--- src/design/glyph_1bpp_to_4bpp_packer_top_assert.svh ---
// ----------------------------------------------------------------------------
// glyph_1bpp_to_4bpp_packer_top_assert.svh
// Assertion macros for the glyph packer. They compile away under SYNTHESIS.
// ----------------------------------------------------------------------------
`ifndef GLYPH_1BPP_TO_4BPP_PACKER_TOP_ASSERT_SVH
`define GLYPH_1BPP_TO_4BPP_PACKER_TOP_ASSERT_SVH

`ifndef SYNTHESIS
// Same-cycle implication, checked on every clock edge outside reset.
`define GPK_ASSERT_NOW(label, ante, cons) \
  label: assert property (@(posedge clk) disable iff (!rst_n) (ante) |-> (cons)) \
    else $error("gpk assertion failed");
// Next-cycle implication, checked on every clock edge outside reset.
`define GPK_ASSERT_NEXT(label, ante, cons) \
  label: assert property (@(posedge clk) disable iff (!rst_n) (ante) |=> (cons)) \
    else $error("gpk assertion failed");
`else
`define GPK_ASSERT_NOW(label, ante, cons)
`define GPK_ASSERT_NEXT(label, ante, cons)
`endif

`endif

--- src/design/gpk_pkg.sv ---
// ----------------------------------------------------------------------------
// gpk_pkg
// Types, constants and the nibble step function shared by the glyph packer.
// ----------------------------------------------------------------------------
package gpk_pkg;

  // Configuration register indexes
  localparam int CfgIdxW = 1;
  localparam logic [CfgIdxW-1:0] REG_GLYPH_WIDTH  = 1'd0;
  localparam logic [CfgIdxW-1:0] REG_GLYPH_HEIGHT = 1'd1;

  // Pixel nibble codes
  localparam logic [3:0] NIB_ON  = 4'hF;
  localparam logic [3:0] NIB_OFF = 4'h0;

  // Pixels per input beat
  localparam logic [3:0] PIX_PER_BYTE = 4'd8;

  // One accepted bitmap byte, classified by the front end
  typedef struct packed {
    logic [7:0] bits;    // bitmap byte, MSB first
    logic [3:0] npix;    // pixels of this byte that belong to the glyph (1..8)
    logic       fin;     // this byte holds the glyph's last pixel
  } item_t;

  // Control from the front end to the back end
  typedef struct packed {
    logic       clear;   // a register write clears all state
    logic [7:0] width;   // glyph width in pixels
  } ctl_t;

  // One result beat
  typedef struct packed {
    logic [7:0] gram_byte;
    logic       run_last;
    logic       glyph_last;
  } result_t;

  // Back-end working state
  typedef struct packed {
    logic [3:0] idx;       // next bit of the current item
    logic       pad_due;   // a pad nibble closes the row just ended
    logic [7:0] col;       // pixels consumed in the current row
    logic [3:0] pend_nib;  // high nibble waiting for its partner
    logic       pend_v;
  } back_st_t;

  typedef struct packed {
    back_st_t   st;
    logic       gram_v;
    logic [7:0] gram;
  } step_res_t;

  // Advance by one nibble: a pending pad, else the next pixel, else nothing.
  function automatic step_res_t nib_step(back_st_t s, logic [7:0] bits,
                                         logic [3:0] npix, logic [7:0] width);
    step_res_t  r;
    logic [3:0] nib;
    logic [7:0] col_inc;
    logic       active;
    r        = '0;
    r.st     = s;
    nib      = NIB_OFF;
    col_inc  = s.col + 8'd1;
    active   = 1'b0;
    if (s.pad_due) begin
      nib          = NIB_OFF;
      r.st.pad_due = 1'b0;
      active       = 1'b1;
    end else if (s.idx < npix) begin
      nib      = bits[~s.idx[2:0]] ? NIB_ON : NIB_OFF;
      r.st.idx = s.idx + 4'd1;
      if (col_inc == width) begin
        r.st.col     = '0;
        r.st.pad_due = width[0];
      end else begin
        r.st.col = col_inc;
      end
      active = 1'b1;
    end
    if (active) begin
      if (s.pend_v) begin
        r.gram_v      = 1'b1;
        r.gram        = {s.pend_nib, nib};
        r.st.pend_v   = 1'b0;
        r.st.pend_nib = NIB_OFF;
      end else begin
        r.st.pend_nib = nib;
        r.st.pend_v   = 1'b1;
      end
    end
    return r;
  endfunction

endpackage

--- src/design/gpk_fifo.sv ---
// ----------------------------------------------------------------------------
// gpk_fifo
// Small register queue with flush; push and pop may happen in the same cycle.
// ----------------------------------------------------------------------------
module gpk_fifo #(
  parameter int WIDTH = 8,
  parameter int DEPTH = 2
) (
  input  logic             clk,
  input  logic             rst_n,
  input  logic             flush,
  input  logic             push,
  input  logic [WIDTH-1:0] push_data,
  output logic             full,
  input  logic             pop,
  output logic [WIDTH-1:0] pop_data,
  output logic             empty
);

  localparam int PtrW = $clog2(DEPTH);
  localparam int CntW = $clog2(DEPTH + 1);

  logic [WIDTH-1:0] mem_r [DEPTH];
  logic [PtrW-1:0]  wr_ptr_r, wr_ptr_nxt;
  logic [PtrW-1:0]  rd_ptr_r, rd_ptr_nxt;
  logic [CntW-1:0]  count_r, count_nxt;
  logic             do_push, do_pop;

  assign full     = (count_r == CntW'(DEPTH));
  assign empty    = (count_r == '0);
  assign pop_data = mem_r[rd_ptr_r];
  assign do_push  = push && !full;
  assign do_pop   = pop && !empty;

  // Advance pointers and occupancy
  always_comb begin
    wr_ptr_nxt = wr_ptr_r;
    rd_ptr_nxt = rd_ptr_r;
    count_nxt  = count_r;
    if (do_push) begin
      wr_ptr_nxt = (wr_ptr_r == PtrW'(DEPTH - 1)) ? '0 : wr_ptr_r + 1'b1;
    end
    if (do_pop) begin
      rd_ptr_nxt = (rd_ptr_r == PtrW'(DEPTH - 1)) ? '0 : rd_ptr_r + 1'b1;
    end
    if (do_push && !do_pop) begin
      count_nxt = count_r + 1'b1;
    end else if (do_pop && !do_push) begin
      count_nxt = count_r - 1'b1;
    end
    if (flush) begin
      wr_ptr_nxt = '0;
      rd_ptr_nxt = '0;
      count_nxt  = '0;
    end
  end

  always_ff @(posedge clk) begin
    if (!rst_n) begin
      wr_ptr_r <= '0;
      rd_ptr_r <= '0;
      count_r  <= '0;
    end else begin
      wr_ptr_r <= wr_ptr_nxt;
      rd_ptr_r <= rd_ptr_nxt;
      count_r  <= count_nxt;
    end
  end

  // Store the pushed beat
  always_ff @(posedge clk) begin
    if (do_push) begin
      mem_r[wr_ptr_r] <= push_data;
    end
  end

endmodule

--- src/design/gpk_front.sv ---
// ----------------------------------------------------------------------------
// gpk_front
// Holds the glyph size, counts pixels and classifies each accepted byte.
// ----------------------------------------------------------------------------
module gpk_front
  import gpk_pkg::*;
(
  input  logic               clk,
  input  logic               rst_n,
  input  logic               cfg_we,
  input  logic [CfgIdxW-1:0] cfg_index,
  input  logic [7:0]         cfg_data,
  input  logic               in_accept,
  input  logic [7:0]         in_bitmap_byte,
  output logic               item_push,
  output item_t              item,
  output ctl_t               ctl
);

  logic [7:0]  width_r, width_nxt;
  logic [7:0]  height_r, height_nxt;
  logic [15:0] pix_cnt_r, pix_cnt_nxt;
  logic        done_r, done_nxt;
  logic [15:0] total;
  logic [15:0] remain;
  logic        reg_hit;
  logic        last_byte;

  assign total     = {8'd0, width_r} * {8'd0, height_r};
  assign remain    = total - pix_cnt_r;
  assign last_byte = (remain <= 16'(PIX_PER_BYTE));
  assign reg_hit   = cfg_we && (cfg_index == REG_GLYPH_WIDTH ||
                                cfg_index == REG_GLYPH_HEIGHT);

  // Classify the beat: drop it once the glyph is complete or when it has no pixels
  always_comb begin
    item_push = in_accept && !done_r && (total != '0);
    item.bits = in_bitmap_byte;
    item.npix = last_byte ? remain[3:0] : PIX_PER_BYTE;
    item.fin  = last_byte;
  end

  assign ctl.clear = reg_hit;
  assign ctl.width = width_r;

  // Update registers and pixel count
  always_comb begin
    width_nxt   = width_r;
    height_nxt  = height_r;
    pix_cnt_nxt = pix_cnt_r;
    done_nxt    = done_r;
    if (reg_hit) begin
      if (cfg_index == REG_GLYPH_WIDTH) begin
        width_nxt = cfg_data;
      end else begin
        height_nxt = cfg_data;
      end
      pix_cnt_nxt = '0;
      done_nxt    = 1'b0;
    end else if (item_push) begin
      pix_cnt_nxt = pix_cnt_r + 16'(item.npix);
      done_nxt    = last_byte;
    end
  end

  always_ff @(posedge clk) begin
    if (!rst_n) begin
      width_r   <= 8'd1;
      height_r  <= 8'd1;
      pix_cnt_r <= '0;
      done_r    <= 1'b0;
    end else begin
      width_r   <= width_nxt;
      height_r  <= height_nxt;
      pix_cnt_r <= pix_cnt_nxt;
      done_r    <= done_nxt;
    end
  end

endmodule

--- src/design/gpk_back.sv ---
// ----------------------------------------------------------------------------
// gpk_back
// Expands queued bytes into nibbles, two per cycle while the result queue has room, and emits display bytes.
// ----------------------------------------------------------------------------
module gpk_back
  import gpk_pkg::*;
(
  input  logic    clk,
  input  logic    rst_n,
  input  ctl_t    ctl,
  input  logic    item_empty,
  input  item_t   item,
  output logic    item_pop,
  input  logic    res_full,
  output logic    res_push,
  output result_t res
);

  back_st_t   st_r, st_nxt;
  step_res_t  s1, s2;
  logic       go;
  logic       done_after;
  logic       rem_one;
  logic       tail_pad;
  logic       last_res;

  // Two nibble steps per cycle; two nibbles always close exactly one byte
  assign go = !item_empty && !res_full;
  assign s1 = nib_step(st_r, item.bits, item.npix, ctl.width);
  assign s2 = nib_step(s1.st, item.bits, item.npix, ctl.width);

  // Look ahead: is this the item's final byte?
  assign done_after = !s2.st.pad_due && (s2.st.idx == item.npix);
  assign tail_pad   = ((s2.st.col + 8'd1) == ctl.width) && ctl.width[0];
  assign rem_one    = (s2.st.pad_due && (s2.st.idx == item.npix)) ||
                      (!s2.st.pad_due && ((s2.st.idx + 4'd1) == item.npix) && !tail_pad);
  assign last_res   = done_after || (rem_one && !s2.st.pend_v);

  always_comb begin
    res_push       = go && (s1.gram_v || s2.gram_v);
    res.gram_byte  = s1.gram_v ? s1.gram : s2.gram;
    res.run_last   = last_res;
    res.glyph_last = last_res && item.fin;
    item_pop       = go && done_after;
  end

  // Advance state; drop the item once all its nibbles are out
  always_comb begin
    st_nxt = st_r;
    if (ctl.clear) begin
      st_nxt = '0;
    end else if (go) begin
      st_nxt = s2.st;
      if (done_after) begin
        st_nxt.idx = '0;
      end
    end
  end

  always_ff @(posedge clk) begin
    if (!rst_n) begin
      st_r <= '0;
    end else begin
      st_r <= st_nxt;
    end
  end

endmodule

--- src/design/glyph_1bpp_to_4bpp_packer_top.sv ---
// ----------------------------------------------------------------------------
// glyph_1bpp_to_4bpp_packer_top
// Expands a 1-bit glyph bitmap into 4-bit grayscale display RAM bytes.
// ----------------------------------------------------------------------------
// Write glyph_width (index 0) and glyph_height (index 1) while idle; any
// write restarts the glyph. Bitmap bytes go in MSB first through push/full,
// display bytes come out through empty/pop, first pixel in the high nibble,
// with run_last on the final byte caused by an input beat and glyph_last on
// the glyph's final byte. The back end turns two pixel or pad nibbles into
// one output byte per cycle while a beat is queued and the result queue
// has room: a full input byte of an even-width glyph yields 4 output bytes,
// up to 8 when every pixel ends an odd-width row, fewer on the glyph's final
// beat. Bytes after the glyph is complete are accepted and dropped. An input
// beat is registered in the item queue, its results in the result queue.
`include "glyph_1bpp_to_4bpp_packer_top_assert.svh"

module glyph_1bpp_to_4bpp_packer_top
  import gpk_pkg::*;
#(
  parameter int ITEM_DEPTH = 2,
  parameter int RES_DEPTH  = 2
) (
  input  logic               clk,
  input  logic               rst_n,
  input  logic               cfg_we,
  input  logic [CfgIdxW-1:0] cfg_index,
  input  logic [7:0]         cfg_data,
  input  logic               push,
  output logic               full,
  input  logic [7:0]         in_bitmap_byte,
  output logic               empty,
  input  logic               pop,
  output logic [7:0]         out_gram_byte,
  output logic               out_run_last,
  output logic               out_glyph_last
);

  ctl_t    ctl;
  item_t   item_in, item_head;
  logic    item_push, item_pop, item_full, item_empty;
  result_t res_in, res_head;
  logic    res_push, res_full;
  logic [$bits(item_t)-1:0]   item_vec;
  logic [$bits(result_t)-1:0] res_vec;

  assign full = item_full;

  // Accept and classify input beats
  gpk_front u_front (
    .clk            (clk),
    .rst_n          (rst_n),
    .cfg_we         (cfg_we),
    .cfg_index      (cfg_index),
    .cfg_data       (cfg_data),
    .in_accept      (push && !item_full),
    .in_bitmap_byte (in_bitmap_byte),
    .item_push      (item_push),
    .item           (item_in),
    .ctl            (ctl)
  );

  // Decouple front and back
  gpk_fifo #(
    .WIDTH ($bits(item_t)),
    .DEPTH (ITEM_DEPTH)
  ) u_item_q (
    .clk       (clk),
    .rst_n     (rst_n),
    .flush     (ctl.clear),
    .push      (item_push),
    .push_data (item_in),
    .full      (item_full),
    .pop       (item_pop),
    .pop_data  (item_vec),
    .empty     (item_empty)
  );

  assign item_head = item_t'(item_vec);

  // Expand nibbles into display bytes
  gpk_back u_back (
    .clk        (clk),
    .rst_n      (rst_n),
    .ctl        (ctl),
    .item_empty (item_empty),
    .item       (item_head),
    .item_pop   (item_pop),
    .res_full   (res_full),
    .res_push   (res_push),
    .res        (res_in)
  );

  // Hold results until taken
  gpk_fifo #(
    .WIDTH ($bits(result_t)),
    .DEPTH (RES_DEPTH)
  ) u_res_q (
    .clk       (clk),
    .rst_n     (rst_n),
    .flush     (ctl.clear),
    .push      (res_push),
    .push_data (res_in),
    .full      (res_full),
    .pop       (pop),
    .pop_data  (res_vec),
    .empty     (empty)
  );

  assign res_head       = result_t'(res_vec);
  assign out_gram_byte  = res_head.gram_byte;
  assign out_run_last   = res_head.run_last;
  assign out_glyph_last = res_head.glyph_last;

  // Checks
  `GPK_ASSERT_NOW(a_res_no_overflow, res_push, !res_full)
  `GPK_ASSERT_NOW(a_glyph_last_ends_run, !empty && out_glyph_last, out_run_last)
  `GPK_ASSERT_NEXT(a_clear_flushes, ctl.clear, item_empty && empty)
  `GPK_ASSERT_NOW(a_pop_needs_item, item_pop, !item_empty)

endmodule

--- config.mk ---
export PLATFORM = sky130hd
export DESIGN_NAME = glyph_1bpp_to_4bpp_packer_top
export DESIGN_NICKNAME = d
export VERILOG_FILES = /design/src/design/gpk_pkg.sv /design/src/design/gpk_fifo.sv /design/src/design/gpk_front.sv /design/src/design/gpk_back.sv /design/src/design/glyph_1bpp_to_4bpp_packer_top.sv
export VERILOG_INCLUDE_DIRS = /design/src /design/src/design
export SDC_FILE = /design/constraint.sdc
export NUM_CORES = 1
export LEC_CHECK = 0
export BUFFER_PORTS_ARGS = -buffer_cell sky130_fd_sc_hd__buf_2
export CAP_MARGIN = 20
export CORE_MARGIN = 3
export CORE_UTILIZATION = 40
export DETAILED_ROUTE_END_ITERATION = 10
export RECOVER_POWER = 100
export SYNTH_ARGS = -nofsm -noshare
export SYNTH_HDL_FRONTEND = slang
export SYNTH_SLANG_ARGS = --single-unit
--- constraint.sdc ---
create_clock -name clk -period 15.1 [get_ports clk]
set_clock_uncertainty 0.05 [all_clocks]
set_input_delay 3.02 -clock clk [delete_from_list [all_inputs] [get_ports clk]]
set_output_delay 3.02 -clock clk [all_outputs]
set_load 0.1 [all_outputs]
### Word-level counts from Yosys, hierarchy flattened

Memory sizes are Yosys's and may differ from the RTL's. A register that Yosys moved wholly into a read port is not among the register bits.
Index checks and enable logic that the tools add are counted.

| word-level totals | value |
|---|---|
| register bits | 59 |
| memory bits (writable) | 46 |
| output and inout bits | 12 |
| memories | 2 |

Memories:

| memory | words | width | read ports | clocked after Yosys merged registers in | write ports | line | source |
|---|---|---|---|---|---|---|---|
| u_item_q.mem_r | 2 | 13 | 1 | 1 | 1 | gpk_fifo.sv:23 | `logic [WIDTH-1:0] mem_r [DEPTH];` |
| u_res_q.mem_r | 2 | 10 | 1 | 1 | 1 | gpk_fifo.sv:23 |  |

| cells by class | value |
|---|---|
| $add $sub $neg | 16 |
| $mul | 1 |
| magnitude comparators | 5 |
| eq/ne operators | 7 |
| muxes and demuxes | 51 |
| bitwise operators | 4 |
| reduce and logical (&&, ||, !) cells | 44 |

Operators by type and width:

| kind | number |
|---|---|
| $mux W4 | 10 |
| $mux W8 | 5 |
| $mux W14 | 2 |
| $mux W13 | 2 |
| $add A8 B1 Y8 const B | 3 |
| $eq A8 B8 Y1 | 3 |
| $mux W1 | 22 |
| $logic_and A1 B1 Y1 | 21 |
| $mux W9 | 2 |
| $add A16 B4 Y16 | 1 |
| $le A16 B4 Y1 const B | 1 |
| $mul A8 B8 Y16 | 1 |
| $reduce_bool A16 Y1 | 1 |
| $sub A16 B16 Y16 | 1 |
| $add A4 B1 Y4 const B | 3 |
| $logic_not A1 Y1 | 12 |
| $mux W5 | 2 |
| $eq A4 B4 Y1 | 2 |
| $lt A3 B4 Y1 const B | 2 |
| $lt A4 B4 Y1 | 2 |
| $mux W2 | 4 |
| $bmux W1 S3 | 2 |
| $not A3 Y3 | 2 |
| $add A1 B1 Y1 const B | 4 |
| 9 further kinds | 18 |

### Depth between registers and ports, before layout

Gate-level depths: netlist of run 1.

| depth | value |
|---|---|
| depth after elaboration | 20 |
| mapped depth | 37 |
| mapped depth without buffers | 34 |

### Hierarchy

A second synthesis of run 1 with hierarchy kept.

| second synthesis, totals | value |
|---|---|
| cell total of the unflattened synthesis | 1118 |
| area, all modules | 9870.7 um^2 |

By module, submodules not included:

| module | times used | cells each | area each (um^2) | seq. area each (um^2) |
|---|---|---|---|---|
| gpk_front | 1 | 583 | 4684.5 | 660.6 |
| gpk_back | 1 | 411 | 3074.2 | 360.3 |
| gpk_fifo (u_item_q) | 1 | 66 | 1156.1 | 880.8 |
| gpk_fifo (u_res_q) | 1 | 57 | 942.2 | 700.7 |
| glyph_1bpp_to_4bpp_packer_top | 1 | 1 | 13.8 | 0.0 |

### Worst setup path before layout of run 1

Ideal clock, no wire load.

| timing | value |
|---|---|
| path type | reg-to-reg |
| start point | reg u_front.width_r[3] |
| end point | reg u_front.pix_cnt_r[15] |
| setup time | 0.116 ns |
| arrival | 7.628 ns |
| required time | 14.934 ns |
| setup slack | 7.306 ns |
| cell stages (with the launch flop) | 34 |
| path buffers | 3 |
| clock period less this slack | 7.794 ns |
| path through | dfxtp_1 > clkbuf_1 > clkbuf_1 > and2_1 > fa_1 > inv_1 > fa_1 > fa_1 > fa_1 > inv_1 > ha_1 > a21oi_1 > o21ai_0 > a211oi_1 > o21ai_0 > o211ai_1 > xor2_1 > inv_1 > ha_1 > xor2_1 > o21ai_0 > o2111ai_1 > a2111oi_0 > nand4_1 > nor3_1 > nand2_1 > inv_1 > ha_1 > nand3b_1 > or4_1 > a21oi_1 > clkbuf_1 > a21oi_1 > a31o_2 |

RTL lines:

| element | line | source |
|---|---|---|
| start: declaration | gpk_front.sv:20 | `logic [7:0] width_r, width_nxt;` |
| start signal: assignment | gpk_front.sv:73 | `width_r <= width_nxt;` |
| end signal: assignment | gpk_front.sv:75 | `pix_cnt_r <= pix_cnt_nxt;` |
| end: declaration | gpk_front.sv:22 | `logic [15:0] pix_cnt_r, pix_cnt_nxt;` |

==> results of run 1 <==
==> final cells by class <==
cell class | instances | area share
multi-input combinational | 833 | 0.633
clock inverter | 7 | 0.00785
clock buffer | 9 | 0.0228
timing repair buffer | 38 | 0.0168
tap | 313 | 0.0396
inverter | 92 | 0.0349
sequential | 101 | 0.245
==> placed cells by master, fill, tap and decap left out, drive strengths merged, types with 29 or more instances in the layout <==
cell type and instances:
fa 39, nand2 112, clkbuf 30, xnor2 45
inv 95, o21ai 45, nand3 43, edfxtp 40
nor2 70, and2 53, a21oi 56, ha 69
dfxtp 61, xor2 29
==> worst reg2reg max path, stage by stage (launching register included) <==
cell and delay, ns:
sky130_fd_sc_hd__dfxtp_1 0.88, sky130_fd_sc_hd__mux2i_1 0.63, sky130_fd_sc_hd__ha_1 0.35, sky130_fd_sc_hd__o21a_1 0.18, sky130_fd_sc_hd__o221ai_1 0.61, sky130_fd_sc_hd__and2_0 0.30, sky130_fd_sc_hd__clkbuf_1 0.85, sky130_fd_sc_hd__nand2_1 0.16
sky130_fd_sc_hd__xor2_1 0.41, sky130_fd_sc_hd__inv_1 0.09, sky130_fd_sc_hd__ha_1 0.20, sky130_fd_sc_hd__or4_1 0.51, sky130_fd_sc_hd__o22ai_1 0.51, sky130_fd_sc_hd__a21boi_0 0.24, sky130_fd_sc_hd__clkbuf_1 0.83, sky130_fd_sc_hd__nand2_1 0.16
sky130_fd_sc_hd__xnor2_1 0.27, sky130_fd_sc_hd__xnor2_1 0.21, sky130_fd_sc_hd__nand3_1 0.20, sky130_fd_sc_hd__nor2_1 0.40, sky130_fd_sc_hd__nand2_1 0.17, sky130_fd_sc_hd__ha_1 0.40, sky130_fd_sc_hd__or3_1 0.37, sky130_fd_sc_hd__a21oi_1 0.13
==> Yosys cell counts (18+ instances only) <==
cell type,n
sky130_fd_sc_hd__and2_1,53
sky130_fd_sc_hd__o21ai_0,41
sky130_fd_sc_hd__clkbuf_1,37
sky130_fd_sc_hd__nor2_1,69
sky130_fd_sc_hd__xor2_1,29
sky130_fd_sc_hd__or3_1,18
sky130_fd_sc_hd__ha_1,69
sky130_fd_sc_hd__xnor2_1,45
sky130_fd_sc_hd__a21boi_0,20
sky130_fd_sc_hd__nand3_1,42
sky130_fd_sc_hd__nor3_1,24
sky130_fd_sc_hd__edfxtp_1,40
sky130_fd_sc_hd__dfxtp_1,61
sky130_fd_sc_hd__fa_1,39
sky130_fd_sc_hd__a21oi_1,54
sky130_fd_sc_hd__inv_1,92
sky130_fd_sc_hd__nand2_1,110
==> stage by stage <==
stage | hold WS (ns) | utilization
final | 0.441 | 0.434
after global routing | 0.469 | 0.434
after CTS | 0.438 | 0.439
after detailed placement | 0.429 | 0.426
after global placement | 0.421 | 0.426
after floorplan | 0.379 | -
==> path summary, 6_finish.rpt <==
kind	cells past startpoint	to	slack, ns
max	23	u_item_q.count_r[1]$_SDFFE_PP0P_	5.87
min	2	u_back.st_r[13]$_SDFFE_PP0P_	0.44
max reg2reg	23	u_item_q.count_r[1]$_SDFFE_PP0P_	5.87
min reg2reg	2	u_back.st_r[13]$_SDFFE_PP0P_	0.44
==> cells by family after synthesis <==
logic type               after synthesis  share of synthesized area
AO/OA/AOI/OAI                        226                      0.169
AND/OR/NAND/NOR                      399                      0.219
XOR/XNOR                              74                     0.0693
multiplexers                          26                     0.0436
flip-flops                           101                      0.259
adder cells (fa/ha/maj)              108                      0.176
buffers and inverters                151                     0.0641
==> layer usage <==
metal | up-vias | GRT usage | wire (µm) | part of all wire
li1 | 3791 | - | - | -
met1 | 3557 | 0.227 | 10000 | 0.46
met2 | 114 | 0.303 | 10700 | 0.49
met3 | 18 | 0.0201 | 616 | 0.028
met4 | 0 | 0.0434 | 330 | 0.015
met5 | - | 0 | 0 | 0
==> state kept, by name, indices dropped and copies added, names as in the netlist, 2 cells and up, named ones only <==
signal             flops
u_front.width_r        8
u_front.pix_cnt_r     15
u_back.st_r           18
u_front.height_r       8
u_res_q.count_r        2
u_res_q.mem_r         14
u_item_q.count_r       2
u_item_q.mem_r        26
==> power groups by stage <==
stage	sequential (mW)	combinational, mW	clock [mW]
after floorplan	0.311	0.226	0
after global placement	0.323	0.267	0
after detailed placement	0.324	0.268	0
after CTS	0.317	0.270	0.241
after global routing	0.320	0.290	0.249
final	0.317	0.262	0.234
==> metrics.txt, run 1 <==
Hold Path Class=reg2reg; Post-synth top flop=sky130_fd_sc_hd__dfxtp_1; Post-synth EDFFs=40; outcome=finished with violations; Syn Inst Count=1085; postcts setup bufs=0; total power per unit cell area=approximately 82 nW/µm²; final worst path period share=0.611; Worst-Margin Slew=around 1.8 ns; WP buf/inv=3; GRT Total Usage=0.173; worst slack after detailed placement=6.17 ns; CTS sink count=101; FMAX=about 0.11 GHz; fillcell total=between 2000 and 2500; overflow left after global routing=0; number of buffers added by the clock tree synthesis step=9; quantity of hold-fixing buffers added after cts=0; global-route wire length before repair=around 36000 µm; failing checks=max-capacitance violations, max-slew violations; die width=about 160 µm; max-cap violations=1; via/cell ratio=between 5 and 6; hold_sp=u_back.st_r[13]$_SDFFE_PP0P_; Site Rows=55; share of post-route cells with drive strength above 1=0.0611; largest fanout on the critical path=23; RSZ-0062 raised after global routing=no; Async SR Flop Fraction=0; antenna violations before repair=0; Slowest Stage Delay on Critical Path=a little under 0.9 ns; VDD IR-drop max=between 0.06 and 0.07 mV; TritonCTS clock tree=done; remaining number of nets flagged by the antenna check after routing=0; nature of the critical path startpoint=flip-flop; Rel. slew slack=-0.214; worst endpoint required time=roughly 15 ns; clock network power share=0.288; chip height=roughly 160 µm; Avg Cell Area, Syn=approximately 8.6 µm²; Initial DRC Count=between 300 and 400; post-synth top area cell=sky130_fd_sc_hd__dfxtp_1; final non-filler cell total=between 1000 and 1500; source-to-sink clock delay at the later pin of the worst-skew pair=between 0.3 and 0.4 ns; maximum number of pins on one net before global-route repair=between 40 and 50; HPWL after detailed placement=around 16000 µm; leakage component of the power=a little under 4 nW; path type of the worst setup path=reg2reg; cell type group with the largest total delay on the critical path=simple AND/OR/NAND/NOR gates; arrival time worst endpoint=around 9.4 ns; total nets after synthesis=between 1000 and 1500; PortBufs=33; post-placement cell count=1377; total negative slack for setup checks=0 ns; combinational fraction of design power=0.322; Worst Slack Setup Final=just under 6 ns; number of setup violations in the final report=0; Sequential cell area=2420 µm²; cells traversed along the worst timing path=mux2i_1, ha_1, o21a_1, o221ai_1, and2_0, clkbuf_1, nand2_1, xor2_1, inv_1, ha_1, or4_1, o22ai_1, a21boi_0, clkbuf_1, nand2_1, xnor2_1, xnor2_1, nand3_1, nor2_1, nand2_1, ha_1, or3_1, a21oi_1; Synth Warn #=0; number of gates resized after cts=0; initial cell density of the core=0.410; Top-Level Pins=34; count of endpoints failing hold in the final timing report=0; fraction of power spent switching nets=0.369; final wirelength=about 22000 µm; root buffer cell=sky130_fd_sc_hd__clkbuf_16; post-detailed-route DRC marker count=0; vias after detailed routing=around 7500; multi-input gate area in the final layout=6250 µm²; Internal Dissipation=513 µW; worst-path cell with the longest stage delay=sky130_fd_sc_hd__dfxtp_1; CTS H-Tree Depth=3; Final min period=between 9 and 10 ns; TritonRoute pass-1 iters=5; sequential group share of total power=0.390; final count of pins violating max slew=42; core area=about 23000 µm²; count of distinct cell types in the synthesized netlist=84; Seq cells post-synth=between 100 and 150; vias in the first global route=around 7300; area of all placed cells without fillers=between 9000 and 10000 µm²; largest cells by area after synthesis=sky130_fd_sc_hd__dfxtp_1 13%, sky130_fd_sc_hd__edfxtp_1 13%, sky130_fd_sc_hd__ha_1 9.2%; category of the worst setup path capture point=flip-flop; final weighted congestion in routability-driven placement=roughly 0.86; placed cell areas=9690 µm²; Yosys top cell area share=0.131; Max Buffers Root-to-Sink=2; die outline area=25200 µm²; number of antenna repair diodes=0; number of nets in the layout=1205; switching power=between 300 and 400 µW; routed wirelength normalized by instance count=15.6 µm; growth of design area from synthesis to finish=5.70%; sequential-to-total area share from yosys stat=0.259; overall power of the completed layout=slightly above 800 µW; area of the mapped netlist=9350 µm²; clock-pin slew on the worst setup and hold paths=roughly 0.080 ns
Power figures use the tool's default switching activity.
==> inputs of run 2 (changes only) <==
clock period = 7.9 ns   (was 15.1 ns; I/O delays follow)
==> run 2 against run 1 <==
  * The run now ends clean
  * Final area up 3.2%
  * Hold slack better by 0.0043 ns
  * Sequential cell count unchanged
  * Sequential power up 88%
  * First-iteration DRC count up 40%
  * Largest cell class unchanged
==> metrics.txt, run 2 (synthesis gave the netlist of run 1 again) <==
outcome=completed; Worst Hold Path EP=u_front.pix_cnt_r[14]$_SDFFE_PP0P_; number of antenna repair diodes=0; max FFs per register=26; post-detailed-route DRC marker count=0; final weighted congestion in routability-driven placement=about 0.86; Hold Path Class=reg2reg; final worst path period share=0.934; nature of the critical path startpoint=flip-flop; max-cap violations=0; number of buffers added by the clock tree synthesis step=9; Slowest Stage Delay on Critical Path=0.54 ns; growth of design area from synthesis to finish=9.07%; leakage component of the power=~4.1 nW; via/cell ratio=5.36; Sequential cell area=between 2000 and 2500 µm²; worst flop-to-flop path endpoint=u_front.pix_cnt_r[10]$_SDFFE_PP0P_; Worst-Margin Slew=1.18 ns; cell type group with the largest total delay on the critical path=adder cells; source-to-sink clock delay at the later pin of the worst-skew pair=around 0.36 ns; FMAX=between 0.1 and 0.15 GHz; largest fanout on the critical path=9; source of the worst register-to-register timing path=u_front.height_r[4]$_SDFFE_PN0P_; TritonRoute pass-1 iters=5; global-route wire length before repair=~37000 µm; root buffer cell=sky130_fd_sc_hd__clkbuf_16; grt met2 use=0.299; die width=roughly 160 µm; busiest grt layer=met2; final count of pins violating max slew=0; TritonCTS clock tree=done; GRT Total Usage=0.177; registers with the most flip-flops=u_item_q.mem_r (26), u_back.st_r (18), u_front.pix_cnt_r (15); commonest cells after routing, fill and taps aside=110 x sky130_fd_sc_hd__nand2_1, 92 x sky130_fd_sc_hd__inv_1, 69 x sky130_fd_sc_hd__nor2_1; arrival time worst endpoint=7.54 ns; antenna violations before repair=0; Rel. slew slack=0.219; chip height=about 160 µm; length in cells of the worst reg-to-reg path=32; fillcell total=2272; hold_sp=u_front.pix_cnt_r[14]$_SDFFE_PP0P_; post-placement cell count=~1400; Final min period=about 7.4 ns; worst hold stages=2; initial cell density of the core=0.410; share of post-route cells with drive strength above 1=0.111; most used cell along the critical path=sky130_fd_sc_hd__fa_1; vias after detailed routing=7596; final non-filler cell total=between 1000 and 1500; number of setup violations in the final report=0; PortBufs=33; Top-Level Pins=34; Site Rows=55; Max Buffers Root-to-Sink=2; HPWL after detailed placement=about 17000 µm; clock-pin slew on the worst setup and hold paths=0.07 ns; maximum number of pins on one net before global-route repair=between 40 and 50; worst endpoint required time=around 8.1 ns; WP buf/inv=5; commonest non-fill, non-tap cell in the layout=sky130_fd_sc_hd__nand2_1; CTS sink count=~100; number of nets in the layout=about 1200; VDD IR-drop max=0.0994 mV; vias in the first global route=between 7000 and 8000; core area=22800 µm²; multi-input gate area in the final layout=~6400 µm²; die outline area=25200 µm²; Hold Worst Slack=between 0.4 and 0.5 ns; Initial DRC Count=roughly 510; count of endpoints failing hold in the final timing report=0; overflow left after global routing=0; CTS H-Tree Depth=3; largest register by flop count=u_item_q.mem_r; routed wirelength normalized by instance count=roughly 16 µm; total power per unit cell area=155 nW/µm²; global-route met3 utilization=0.0237; source of the critical timing path=u_front.height_r[4]$_SDFFE_PN0P_; remaining number of nets flagged by the antenna check after routing=0; final wirelength=about 22000 µm; Global Route met1 Usage=0.239; path type of the worst setup path=reg2reg; category of the worst setup path capture point=flip-flop; worst-path cell with the longest stage delay=sky130_fd_sc_hd__fa_1; flop2flop setup slack=0.52 ns
## run 2: metrics by stage
stage / total power, mW / cell area (µm²) / util / setup slack [ns] / setup TNS [ns]
after floorplan: 1.03 / 9350 / - / 0.106 / 0
after global placement: 1.14 / 9840 / 0.432 / 0.278 / 0
after detailed placement: 1.14 / 9850 / 0.433 / 0.112 / 0
after CTS: 1.59 / 10100 / 0.445 / 0.0859 / 0
after global routing: 1.67 / 10200 / 0.448 / -0.0147 / -0.0147
final: 1.58 / 10200 / 0.448 / 0.523 / 0
## run 2: final cells by class
cell class              count  area share
multi-input cells         833       0.626
flip-flops and latches    101       0.239
well taps                 313      0.0384
repair buffers             62      0.0342
inverters                  92      0.0339
clock buffers              10      0.0225
clock inverters             6     0.00613
## run 2: tightest hold or removal path: stages (launching register included)
cell,delay [ns]
sky130_fd_sc_hd__dfxtp_1,0.33
sky130_fd_sc_hd__o21ai_0,0.07
sky130_fd_sc_hd__a21oi_1,0.06
## run 2: routing by layer
layer	wire [µm]	vias up
li1	-	3828
met4	422	0
met3	691	31
met2	10700	121
met1	10300	3616
met5	0	-
## run 2: how the worst max path moves through the flow
| stage | depth (start not counted) | endpoint | slack [ns] |
|---|---|---|---|
| after floorplan | 33 | u_front.pix_cnt_r[15]$_SDFFE_PP0P_ | 0.11 |
| after global placement | 29 | u_front.pix_cnt_r[10]$_SDFFE_PP0P_ | 0.28 |
| after detailed placement | 30 | u_front.pix_cnt_r[10]$_SDFFE_PP0P_ | 0.11 |
| after CTS | 30 | u_front.pix_cnt_r[10]$_SDFFE_PP0P_ | 0.09 |
| after global routing | 32 | u_front.pix_cnt_r[10]$_SDFFE_PP0P_ | -0.01 |
| final | 32 | u_front.pix_cnt_r[10]$_SDFFE_PP0P_ | 0.52 |
## run 2: what timing repair did
item	in CTS	in global routing
setup endpoints to repair	0	13
hold buffers	0	0
buffers inserted	0	2
gates resized for setup	0	34
## run 2: report_power, final
group | internal [mW] | switching, mW
clock | 0.223 | 0.220
sequential | 0.571 | 0.0249
combinational | 0.199 | 0.339
total | 0.993 | 0.584
